## src/rtl/core/swk_pkg.sv

```systemverilog
// Shared types and constants of the SMBIOS structure table walker.
package swk_pkg;

  // Width of the byte position counter; offsets wrap at this width.
  localparam int POS_BITS = 16;
  localparam int LEN_BITS = 16;
  // Width that holds a position or the table length plus a small constant.
  localparam int CMP_W = ((POS_BITS > LEN_BITS) ? POS_BITS : LEN_BITS) + 1;

  localparam int HEADER_BYTES = 4;
  localparam logic [7:0] END_OF_TABLE_TYPE = 8'd127;

  // Depth of the queue between the front and back parts.
  localparam int QDEPTH = 4;
  localparam int QPTR_W = $clog2(QDEPTH);
  localparam int QCNT_W = $clog2(QDEPTH + 1);

  // Configuration register indexes.
  localparam int CFG_IDX_W = 1;
  localparam int CFG_DATA_W = 16;
  localparam logic [CFG_IDX_W-1:0] REG_TARGET_TYPE = 1'd0;
  localparam logic [CFG_IDX_W-1:0] REG_TABLE_LENGTH = 1'd1;

  typedef enum logic [2:0] {
    EV_DONE     = 3'd0,
    EV_END      = 3'd1,
    EV_SHORT    = 3'd2,
    EV_OVERRUN  = 3'd3,
    EV_IN_HDR   = 3'd4
  } event_t;

  typedef struct packed {
    logic [7:0] data;
    logic       start;
    logic       zero;
  } qitem_t;

  typedef struct packed {
    logic [7:0]          target_type;
    logic [LEN_BITS-1:0] table_size;
  } cfg_t;

endpackage

```

## src/rtl/core/swk_in_if.sv

```systemverilog
// Input channel of the walker: one table byte per item.
interface swk_in_if;
  logic       valid;
  logic       ready;
  logic [7:0] data_byte;
  logic       table_start;

  modport source (output valid, output data_byte, output table_start, input ready);
  modport sink (input valid, input data_byte, input table_start, output ready);
endinterface

```

## src/rtl/core/swk_out_if.sv

```systemverilog
// Output channel of the walker: one structure or stop event per item.
interface swk_out_if;
  logic        valid;
  logic        ready;
  logic [2:0]  event_kind;
  logic [15:0] struct_offset;
  logic [7:0]  struct_type;
  logic [7:0]  formatted_length;
  logic [15:0] struct_index;
  logic        type_matches;
  logic        first_match_res;

  modport source (output valid, output event_kind, output struct_offset,
                  output struct_type, output formatted_length, output struct_index,
                  output type_matches, output first_match_res, input ready);
  modport sink (input valid, input event_kind, input struct_offset,
                input struct_type, input formatted_length, input struct_index,
                input type_matches, input first_match_res, output ready);
endinterface

```

## src/rtl/core/swk_front.sv

```systemverilog
// Front part: accepts table bytes, classifies them and queues them for the walker.
module swk_front
  import swk_pkg::*;
(
  input  logic      clk,
  input  logic      rst,
  swk_in_if.sink    table_bytes,
  output logic      q_valid,
  input  logic      q_ready,
  output qitem_t    q_item
);

  qitem_t             mem [QDEPTH];
  logic [QPTR_W-1:0]  wr_ptr;
  logic [QPTR_W-1:0]  rd_ptr;
  logic [QCNT_W-1:0]  count;
  logic               push;
  logic               pop;

  assign table_bytes.ready = (count != QCNT_W'(QDEPTH));
  assign push = table_bytes.valid && table_bytes.ready;
  assign q_valid = (count != '0);
  assign pop = q_valid && q_ready;
  assign q_item = mem[rd_ptr];

  always_ff @(posedge clk) begin
    if (push) begin
      mem[wr_ptr].data <= table_bytes.data_byte;
      mem[wr_ptr].start <= table_bytes.table_start;
      mem[wr_ptr].zero <= (table_bytes.data_byte == 8'd0);
    end
  end

  always_ff @(posedge clk) begin
    if (rst) begin
      wr_ptr <= '0;
      rd_ptr <= '0;
      count <= '0;
    end else begin
      if (push) begin
        wr_ptr <= wr_ptr + QPTR_W'(1);
      end
      if (pop) begin
        rd_ptr <= rd_ptr + QPTR_W'(1);
      end
      if (push && !pop) begin
        count <= count + QCNT_W'(1);
      end else if (pop && !push) begin
        count <= count - QCNT_W'(1);
      end
    end
  end

endmodule

```

## src/rtl/core/swk_back.sv

```systemverilog
// Back part: walks the structure table byte by byte and registers the events.
module swk_back
  import swk_pkg::*;
(
  input  logic      clk,
  input  logic      rst,
  input  cfg_t      cfg,
  input  logic      q_valid,
  output logic      q_ready,
  input  qitem_t    q_item,
  swk_out_if.source events
);

  typedef enum logic [2:0] {
    PH_IDLE,
    PH_HDR0,
    PH_HDR1,
    PH_HDR2,
    PH_HDR3,
    PH_FMT,
    PH_STR
  } phase_t;

  phase_t              phase, phase_next, phase_eff;
  logic [POS_BITS-1:0] pos, pos_next, p;
  logic [POS_BITS-1:0] cur_start, cur_start_next;
  logic [7:0]          cur_type, cur_type_next;
  logic [7:0]          cur_len, cur_len_next;
  logic [7:0]          fmt_left, fmt_left_next;
  logic                prev_zero, prev_zero_next;
  logic [15:0]         count, count_next, count_eff;
  logic                match_seen, match_seen_next, match_seen_eff;

  logic                take;
  logic                hdr_no_fit;
  logic                hdr_some_left;
  logic                at_end;
  logic                res_valid;
  event_t              res_kind;
  logic [7:0]          res_len;
  logic                res_match;
  logic                res_first;
  logic                type_hit;

  logic                out_valid;

  assign q_ready = !out_valid || events.ready;
  assign take = q_valid && q_ready;

  always_comb begin
    phase_eff = q_item.start ? PH_HDR0 : phase;
    p = q_item.start ? '0 : pos;
    count_eff = q_item.start ? '0 : count;
    match_seen_eff = q_item.start ? 1'b0 : match_seen;

    hdr_no_fit = (CMP_W'(p) + CMP_W'(HEADER_BYTES)) > CMP_W'(cfg.table_size);
    hdr_some_left = CMP_W'(p) < CMP_W'(cfg.table_size);
    at_end = (CMP_W'(p) + CMP_W'(1)) >= CMP_W'(cfg.table_size);
    type_hit = (cur_type == cfg.target_type);

    phase_next = phase_eff;
    pos_next = (phase_eff == PH_IDLE) ? pos : p + POS_BITS'(1);
    cur_start_next = cur_start;
    cur_type_next = cur_type;
    cur_len_next = cur_len;
    fmt_left_next = fmt_left;
    prev_zero_next = prev_zero;
    count_next = count_eff;
    match_seen_next = match_seen_eff;

    res_valid = 1'b0;
    res_kind = EV_DONE;
    res_len = cur_len;
    res_match = 1'b0;
    res_first = 1'b0;

    case (phase_eff)
      PH_IDLE: begin
        pos_next = pos;
      end
      PH_HDR0: begin
        cur_start_next = p;
        cur_type_next = q_item.data;
        cur_len_next = 8'd0;
        if (hdr_no_fit) begin
          phase_next = PH_IDLE;
          if (hdr_some_left) begin
            res_valid = 1'b1;
            res_kind = EV_IN_HDR;
            res_len = 8'd0;
          end
        end else begin
          phase_next = PH_HDR1;
        end
      end
      PH_HDR1: begin
        cur_len_next = q_item.data;
        res_len = q_item.data;
        if (q_item.data < 8'(HEADER_BYTES)) begin
          phase_next = PH_IDLE;
          res_valid = 1'b1;
          res_kind = EV_SHORT;
        end else if (cur_type == END_OF_TABLE_TYPE) begin
          phase_next = PH_IDLE;
          res_valid = 1'b1;
          res_kind = EV_END;
        end else begin
          phase_next = PH_HDR2;
        end
      end
      PH_HDR2: begin
        if (at_end) begin
          phase_next = PH_IDLE;
          res_valid = 1'b1;
          res_kind = EV_OVERRUN;
        end else begin
          phase_next = PH_HDR3;
        end
      end
      PH_HDR3: begin
        if (at_end) begin
          phase_next = PH_IDLE;
          res_valid = 1'b1;
          res_kind = EV_OVERRUN;
        end else begin
          fmt_left_next = cur_len - 8'(HEADER_BYTES);
          prev_zero_next = 1'b0;
          phase_next = (cur_len != 8'(HEADER_BYTES)) ? PH_FMT : PH_STR;
        end
      end
      PH_FMT: begin
        if (at_end) begin
          phase_next = PH_IDLE;
          res_valid = 1'b1;
          res_kind = EV_OVERRUN;
        end else begin
          fmt_left_next = fmt_left - 8'd1;
          if (fmt_left == 8'd1) begin
            prev_zero_next = 1'b0;
            phase_next = PH_STR;
          end
        end
      end
      PH_STR: begin
        if (q_item.zero && prev_zero) begin
          // Second zero of the terminating pair: the structure is complete.
          res_valid = 1'b1;
          res_kind = EV_DONE;
          res_match = type_hit;
          res_first = type_hit && !match_seen_eff;
          match_seen_next = match_seen_eff || type_hit;
          count_next = count_eff + 16'd1;
          phase_next = PH_HDR0;
        end else if (at_end) begin
          phase_next = PH_IDLE;
          res_valid = 1'b1;
          res_kind = EV_OVERRUN;
        end else begin
          prev_zero_next = q_item.zero;
        end
      end
      default: begin
        phase_next = PH_IDLE;
      end
    endcase
  end

  always_ff @(posedge clk) begin
    if (rst) begin
      phase <= PH_IDLE;
      pos <= '0;
      cur_start <= '0;
      cur_type <= '0;
      cur_len <= '0;
      fmt_left <= '0;
      prev_zero <= 1'b0;
      count <= '0;
      match_seen <= 1'b0;
      out_valid <= 1'b0;
    end else begin
      if (take) begin
        phase <= phase_next;
        pos <= pos_next;
        cur_start <= cur_start_next;
        cur_type <= cur_type_next;
        cur_len <= cur_len_next;
        fmt_left <= fmt_left_next;
        prev_zero <= prev_zero_next;
        count <= count_next;
        match_seen <= match_seen_next;
      end
      if (take && res_valid) begin
        out_valid <= 1'b1;
      end else if (events.ready) begin
        out_valid <= 1'b0;
      end
    end
  end

  // Result payload; loaded only together with a new result.
  always_ff @(posedge clk) begin
    if (take && res_valid) begin
      events.event_kind <= res_kind;
      events.struct_offset <= 16'(cur_start_next);
      events.struct_type <= cur_type_next;
      events.formatted_length <= res_len;
      events.struct_index <= count_eff;
      events.type_matches <= res_match;
      events.first_match_res <= res_first;
    end
  end

  assign events.valid = out_valid;

endmodule

```

## src/rtl/core/smbios_structure_walker.sv

```systemverilog
// Top level of the SMBIOS structure table walker.
//
// The walker takes an SMBIOS structure table one byte per item on the
// table_bytes channel. Setting table_start on a byte restarts the walk, and
// that byte is taken as the first header byte of the first structure.
// For every completed structure, and for each of these conditions that stop
// the walk (end-of-table type, a length under four, a structure running past
// the table length, or the table ending inside a header), one item leaves on
// the events channel. After a stop, bytes are consumed and ignored until the
// next table_start.
// Configuration registers (target type, table length) are written through
// cfg_wr_en, cfg_index and cfg_data; the user must write them only while
// the walker is idle, which the block itself does not enforce. An accepted
// byte enters a four-deep queue and the walker takes one byte from it per
// cycle. A result is registered in the output register as the walker takes
// its byte from the queue, and the block sustains one byte per cycle. Only a
// waiting result slows the walk: while it waits for the receiver the walker
// stalls, and the queue keeps taking bytes until it is full, after which the
// input is refused. Reset is synchronous: it empties the queue and the output
// register, zeros both configuration registers and leaves the walker idle.
module smbios_structure_walker
  import swk_pkg::*;
(
  input  logic                  clk,
  input  logic                  rst,
  input  logic                  cfg_wr_en,
  input  logic [CFG_IDX_W-1:0]  cfg_index,
  input  logic [CFG_DATA_W-1:0] cfg_data,
  swk_in_if.sink                table_bytes,
  swk_out_if.source             events
);

  cfg_t   cfg;
  logic   q_valid;
  logic   q_ready;
  qitem_t q_item;

  // Configuration registers. Index codes come from the package.
  always_ff @(posedge clk) begin
    if (rst) begin
      cfg <= '0;
    end else if (cfg_wr_en) begin
      case (cfg_index)
        REG_TARGET_TYPE: cfg.target_type <= cfg_data[7:0];
        REG_TABLE_LENGTH: cfg.table_size <= cfg_data[LEN_BITS-1:0];
        default: begin
        end
      endcase
    end
  end

  // The front part buffers bytes so that the input keeps flowing while the
  // walker waits on the receiver.
  swk_front u_front (
    .clk         (clk),
    .rst         (rst),
    .table_bytes (table_bytes),
    .q_valid     (q_valid),
    .q_ready     (q_ready),
    .q_item      (q_item)
  );

  // The back part holds the walk state and the output register.
  swk_back u_back (
    .clk     (clk),
    .rst     (rst),
    .cfg     (cfg),
    .q_valid (q_valid),
    .q_ready (q_ready),
    .q_item  (q_item),
    .events  (events)
  );

`ifndef NO_ASSERTIONS
  // A result is only created from a byte taken out of the queue.
  a_no_result_without_byte: assert property (@(posedge clk) disable iff (rst)
    !q_valid && !events.valid |=> !events.valid)
    else $error("result appeared with an empty queue");

  // Reset leaves no result pending.
  a_reset_clears_output: assert property (@(posedge clk)
    rst |=> !events.valid)
    else $error("result pending after reset");

  // Only the defined event codes leave the block.
  a_event_code_range: assert property (@(posedge clk) disable iff (rst)
    events.valid |-> (events.event_kind <= EV_IN_HDR))
    else $error("undefined event code");

  // A first match is always a match on a completed structure.
  a_first_match_implies_match: assert property (@(posedge clk) disable iff (rst)
    events.valid && events.first_match_res |->
      events.type_matches && (events.event_kind == EV_DONE))
    else $error("first match flag without a completed matching structure");
`endif

endmodule

```

## src/flat_wrapper.sv

```systemverilog
// flat-port wrapper written by rule: the top's interface ports become plain ports
module smbios_structure_walker_flat import swk_pkg::*;
  (clk, rst, cfg_wr_en, cfg_index, cfg_data, table_bytes_valid, table_bytes_data_byte, table_bytes_table_start, table_bytes_ready, events_valid, events_event_kind, events_struct_offset, events_struct_type, events_formatted_length, events_struct_index, events_type_matches, events_first_match_res, events_ready);
  swk_in_if table_bytes_i ();
  swk_out_if events_i ();
  input  logic clk;
  input  logic rst;
  input  logic cfg_wr_en;
  input  logic [CFG_IDX_W-1:0] cfg_index;
  input  logic [CFG_DATA_W-1:0] cfg_data;
  input wire logic [$bits(table_bytes_i.valid)-1:0] table_bytes_valid;
  input wire logic [$bits(table_bytes_i.data_byte)-1:0] table_bytes_data_byte;
  input wire logic [$bits(table_bytes_i.table_start)-1:0] table_bytes_table_start;
  output wire logic [$bits(table_bytes_i.ready)-1:0] table_bytes_ready;
  output wire logic [$bits(events_i.valid)-1:0] events_valid;
  output wire logic [$bits(events_i.event_kind)-1:0] events_event_kind;
  output wire logic [$bits(events_i.struct_offset)-1:0] events_struct_offset;
  output wire logic [$bits(events_i.struct_type)-1:0] events_struct_type;
  output wire logic [$bits(events_i.formatted_length)-1:0] events_formatted_length;
  output wire logic [$bits(events_i.struct_index)-1:0] events_struct_index;
  output wire logic [$bits(events_i.type_matches)-1:0] events_type_matches;
  output wire logic [$bits(events_i.first_match_res)-1:0] events_first_match_res;
  input wire logic [$bits(events_i.ready)-1:0] events_ready;
  assign table_bytes_i.valid = table_bytes_valid;
  assign table_bytes_i.data_byte = table_bytes_data_byte;
  assign table_bytes_i.table_start = table_bytes_table_start;
  assign table_bytes_ready = table_bytes_i.ready;
  assign events_valid = events_i.valid;
  assign events_event_kind = events_i.event_kind;
  assign events_struct_offset = events_i.struct_offset;
  assign events_struct_type = events_i.struct_type;
  assign events_formatted_length = events_i.formatted_length;
  assign events_struct_index = events_i.struct_index;
  assign events_type_matches = events_i.type_matches;
  assign events_first_match_res = events_i.first_match_res;
  assign events_i.ready = events_ready;
  smbios_structure_walker u_core (.clk(clk), .rst(rst), .cfg_wr_en(cfg_wr_en), .cfg_index(cfg_index), .cfg_data(cfg_data), .table_bytes(table_bytes_i), .events(events_i));
endmodule
```

## config.mk

```make
export PLATFORM = sky130hd
export DESIGN_NAME = smbios_structure_walker_flat
export DESIGN_NICKNAME = d
export VERILOG_FILES = /design/src/rtl/core/swk_pkg.sv /design/src/rtl/core/swk_in_if.sv /design/src/rtl/core/swk_out_if.sv /design/src/rtl/core/swk_front.sv /design/src/rtl/core/swk_back.sv /design/src/rtl/core/smbios_structure_walker.sv /design/src/flat_wrapper.sv
export SDC_FILE = /design/constraint.sdc
export NUM_CORES = 1
export LEC_CHECK = 0
export BUFFER_PORTS_ARGS = -buffer_cell sky130_fd_sc_hd__buf_2
export CAP_MARGIN = 25
export CORE_MARGIN = 10
export CORE_UTILIZATION = 50
export CTS_CLUSTER_DIAMETER = 60
export DETAILED_ROUTE_END_ITERATION = 12
export MAX_ROUTING_LAYER = met4
export PLACE_DENSITY = 0.67
export SETUP_SLACK_MARGIN = 0.3
export SYNTH_ARGS = -nofsm -noshare
export SYNTH_HDL_FRONTEND = slang
export SYNTH_SLANG_ARGS = --single-unit
```

## constraint.sdc

```tcl
create_clock -name clk -period 8.55 [get_ports clk]
set_input_delay 0.855 -clock clk [delete_from_list [all_inputs] [get_ports clk]]
set_output_delay 0.855 -clock clk [all_outputs]
set_load 0.05 [all_outputs]
```

# Word level (Yosys, flattened, before mapping)
# Memory sizes are Yosys's and may differ from the RTL's. A register that Yosys moved wholly into a read port is not among the register bits.
# Index checks and enable logic that the tools add are counted.
# classes
shift	0
bitwise_logic	2
n_reduce_logical	29
add_sub_neg	10
n_lt_le_gt_ge	4
n_mux	56
div	0
multipliers	0
n_eq_ne	16
# op_table
op	count
2-to-1 mux 16 bit	5
one-hot mux 8 bit (2 select lines)	3
2-to-1 mux 8 bit	5
2-to-1 mux 3 bit	12
adder 16 x 1 -> 16 bit, second input constant	2
one-hot mux 3 bit (7 select lines)	1
2-to-1 mux 1 bit	19
adder 16 x 1 -> 17 bit, second input constant	1
adder 16 x 3 -> 17 bit, second input constant	1
>= comparator 17 x 16 -> 1 bit	1
> comparator 17 x 16 -> 1 bit	1
less-than comparator 16 bit	1
2-to-1 mux 2 bit	8
one-hot mux 3 bit (4 select lines)	1
inequality test 2 bit, second input constant	5
AND reduction 2 bit	5
== test 3 bit, second input constant	3
== test 8 x 1 -> 1 bit, second input constant	1
== test 8 x 7 -> 1 bit, second input constant	1
== test 8 bit	1
zero test 8 bit	1
less-than comparator 8 x 3 -> 1 bit, second input constant	1
inequality test 8 x 3 -> 1 bit, second input constant	1
nonzero test 2 bit	4
other kinds (19)	33
# word_totals
mem_bits_ro	0
mem_bits_rw	40
out_inout_bits	55
memories	1
latch_bits	0
regBits	162
# memory_table
memory	words	width	rd	rd_ports_with_merged_regs	write_ports	line	text
u_core.u_front.mem	4	10	1	1	1	swk_front.sv:13	qitem_t mem [QDEPTH];

# Depth between registers and ports, before layout
# depth
word_depth	8
mapped_depth	20
mapped_depth_nobuf	18

# Modules after synthesis
# A second synthesis with hierarchy kept.
# unflattened
cells_unflattened	1044
area_unflattened_um2	10510.1
# by_module_without_submodules
module	area_each_um2	cells_per_inst	instances
swk_back	7498.4	839	1
swk_front	1946.9	103	1
smbios_structure_walker	1064.8	102	1

# Least setup slack after synthesis
# No wires, ideal clock.
# synth_path
path_type	register to register
start	register with a tool-made name
end	register u_core.u_back.events.event_kind[0] (enable)
t_arrival_ns	6.525
setup_ns	0.481
path_stages_with_launch	19
n_path_buf	2
slack_ns	1.543
cell_sequence	dfxtp_1 -> mux4_2 -> buf_2 -> nor2b_1 -> ha_1 -> nand2_1 -> nor3_2 -> and2_1 -> buf_2 -> nand3_1 -> xnor2_1 -> ha_1 -> nand4_1 -> or3_1 -> nor3_1 -> a211oi_1 -> nand3_1 -> a311oi_1 -> a21oi_1
# synth_rtl
element	line	text
end signal: assignment	swk_back.sv:203	events.event_kind <= res_kind;
end: declaration	swk_out_if.sv:13	modport source (output valid, output event_kind, output struct_offset,

==> results.sh <==
export IMPL_outcome="complete, no violations"
export IMPL_min_from="u_core.u_back.cur_start[2]"
export IMPL_synth_area_leader_cell="edfxtp_1"
export IMPL_cts_tree="yes"
export IMPL_drt_wl_total_mm=24.9
export IMPL_final_hold_violation_count=0
export IMPL_die_w_um=163
export IMPL_path_cells="mux4_2, nor2b_1, ha_1, nand2_1, nor3_2, and2_1, nand3_1, xnor2_1, ha_1, nand4_1, or3_1, nor3_1, a211oi_1, nand3_1, a311oi_1, a21oi_4, buf_4"
export IMPL_syn_inst=1078
export IMPL_track_usage=0.188
export IMPL_clockBufferDepth=3
export IMPL_cp_required_ns=8.71
export IMPL_slew_viol_final=0
export IMPL_grt_first_pass_wirelength_mm=40.0
export IMPL_drv_cap=0
export IMPL_grt_antenna_before_repair=0
export IMPL_ios=86
export IMPL_syn_avg_cell_area_um2=9.51
export IMPL_async_flop_share=0
export IMPL_post_cts_buffers=0
export IMPL_crit_arrival_ns=6.53
export IMPL_final_period_utilization=0.745
export IMPL_powerDensity_mw_per_mm2=285
export IMPL_wl_per_cell_um=17.4
export IMPL_synth_cell_type_count=59
export IMPL_gp_congestion=0.948
export IMPL_num_rows=52
export IMPL_grt_pass1_vias=7357
export IMPL_synth_edf_count=93
export IMPL_cts_resized=0
export IMPL_grt_overflow_total=0
export IMPL_slowest_delay_ns=0.86
export IMPL_dp_worst_setup_slack_ns=2.27
export IMPL_cts_max_level=1
export IMPL_antenna_left=0
export IMPL_port_buffer_count=85
export IMPL_cts_hold_buf=0
export IMPL_ctsRootBufferMaster="clkbuf_16"
export IMPL_initial_core_util=0.508
export IMPL_drtIter0Drc=497
export IMPL_crit_slowest_cell="dfxtp_1"
export IMPL_diodes=0
export IMPL_synth_nets=1167
export IMPL_hold_class="reg -> reg"
export IMPL_syn_to_final_growth_pct=13.3
export IMPL_final_nets=1232
export IMPL_core_area_mm2=0.0202
export IMPL_synth_most_common_cell="nand2_1"
export IMPL_rsz0062_at_grt="false"
export IMPL_cts_sinks=204
export IMPL_fin_tns_setup_ns=0
export IMPL_seq_area_frac_synth=0.489
export IMPL_synth_warning_count=0
export IMPL_synth_area_mm2=0.0102
export IMPL_start_kind="flop"
export IMPL_critPathCaptureType="flop"
export IMPL_critPathMaxFanout=41
export IMPL_synth_commonest_cells="nand2_1 (183), dfxtp_1 (111), nor2_1 (102)"
export IMPL_relSlewSlack=0.298
export IMPL_hold_slack_ns=0.454
export IMPL_die_area_mm2=0.0266
export IMPL_ys_flop_type="dfxtp_1"
export IMPL_synth_top_area_share=0.272
export IMPL_grt_max_degree=93
export IMPL_via_per_inst=5.56
export IMPL_finalSetupViolCount=0
export IMPL_clock_skew_final_ns=0.0217
export IMPL_p_leak_uw=0.00442
export IMPL_clkTransAtPathRegs_ns=0.07
export IMPL_chipHeight_um=163
export IMPL_dr_pass1_iters=5
export IMPL_cts_buffers=23
export IMPL_vias=7946
export IMPL_tightest_slew_ns=1.05
export IMPL_period_needed_ns=6.37
export IMPL_ys_ff_latch=204
export IMPL_fmax_mhz=157
export IMPL_fillerInstances=1758
export IMPL_synth_area_leaders="edfxtp_1 (27%), dfxtp_1 (22%), ha_1 (7.0%)"
export IMPL_clock_latency_ns=0.52
export IMPL_drcViolationCount=0
export IMPL_dp_hpwl_mm=17.6
export IMPL_crit_type="reg -> reg"
export IMPL_vdd_ir_drop_max_mv=0.238
export IMPL_finalWorstSetupSlack_ns=2.18
export IMPL_drive_gt1_frac=0.143
routing by layer:
metal  vias to the layer above  routed length, µm  GRT usage
li1                       3940                  -          -
met4                         0                348     0.0414
met1                      3755              10900      0.242
met2                       221              12200      0.307
met5                         -                  0          -
met3                        30               1430     0.0292
logic make-up after synthesis:
family | after synthesis | share of synthesized area
and+or+nand+nor | 420 | 0.186
DFF | 204 | 0.489
AOI/OAI and AO/OA | 194 | 0.113
buffers and inverters | 106 | 0.0399
adders and majority gates | 58 | 0.0715
xor gates and xnor gates | 56 | 0.0479
muxes | 40 | 0.0530
sequential cells by signal, summed over array words and instances (netlist names), 2 cells and up, named ones only:
signal	flops
u_core.u_back.events.struct_offset	16
u_core.u_back.events.formatted_length	8
u_core.u_back.cur_start	16
u_core.u_back.fmt_left	8
u_core.u_front.mem	40
u_core.u_front.rd_ptr	2
u_core.u_back.events.event_kind	3
u_core.u_back.events.struct_index	16
u_core.u_front.count	3
u_core.u_back.events.struct_type	8
u_core.u_back.cur_len	8
u_core.cfg	24
u_core.u_back.cur_type	8
u_core.u_back.pos	16
u_core.u_back.phase	3
u_core.u_front.wr_ptr	2
u_core.u_back.count	16
area by class of cell:
cell class / count / area [µm²] / area share
flip-flops and latches: 204 / 5010 / 0.432
multi-input cells: 768 / 4850 / 0.417
inverters: 51 / 191 / 0.0165
clock buffers: 31 / 627 / 0.0540
well taps: 270 / 338 / 0.0291
repair buffers: 95 / 500 / 0.0431
clock inverters: 11 / 92.6 / 0.00797
through the flow:
stage               instances  area [µm²]  power, µW   util
floorplan                1078       10200       2070      -
global placement         1386       10900       2360  0.539
detailed placement       1387       10900       2370  0.540
CTS                      1429       11600       3320  0.575
global route             1430       11600       3480  0.576
finish                   1430       11600       3310  0.576
critical path, delay by kind of cell (launching register included):
kind            cells  cell delay (ns)
xor+xnor            1             0.16
mux                 1             0.61
fa+ha+maj           2             0.61
compound gates      3             0.80
buf+inv             1             0.54
simple gates        9             2.36
flops               1             0.86
power by group:
group	internal, µW	switching [µW]
logic	347	752
clock network	548	397
registers	1160	106
final timing paths:
| kind | slack, ns | endpoint | cells past startpoint |
|---|---|---|---|
| hold / removal | 0.45 | u_core.u_back.cur_start[2] | 2 |
| hold reg to reg | 0.45 | u_core.u_back.cur_start[2] | 2 |
| setup reg to reg | 2.18 | u_core.u_back.events.formatted_length[3] | 17 |
| setup / recovery | 2.18 | u_core.u_back.events.formatted_length[3] | 17 |
layout by cell type (no fill, tap or decap), types with 24 or more instances in the layout:
master and count:
xnor2_1 35, ha_1 57, nand2_1 183, nor2_1 102
edfxtp_1 93, nand3_1 25, nand4_1 24, dfxtp_1 111
a21oi_1 71, buf_2 85, o21ai_0 57, inv_1 50
Note: power is estimated with default switching activity, not from simulation.
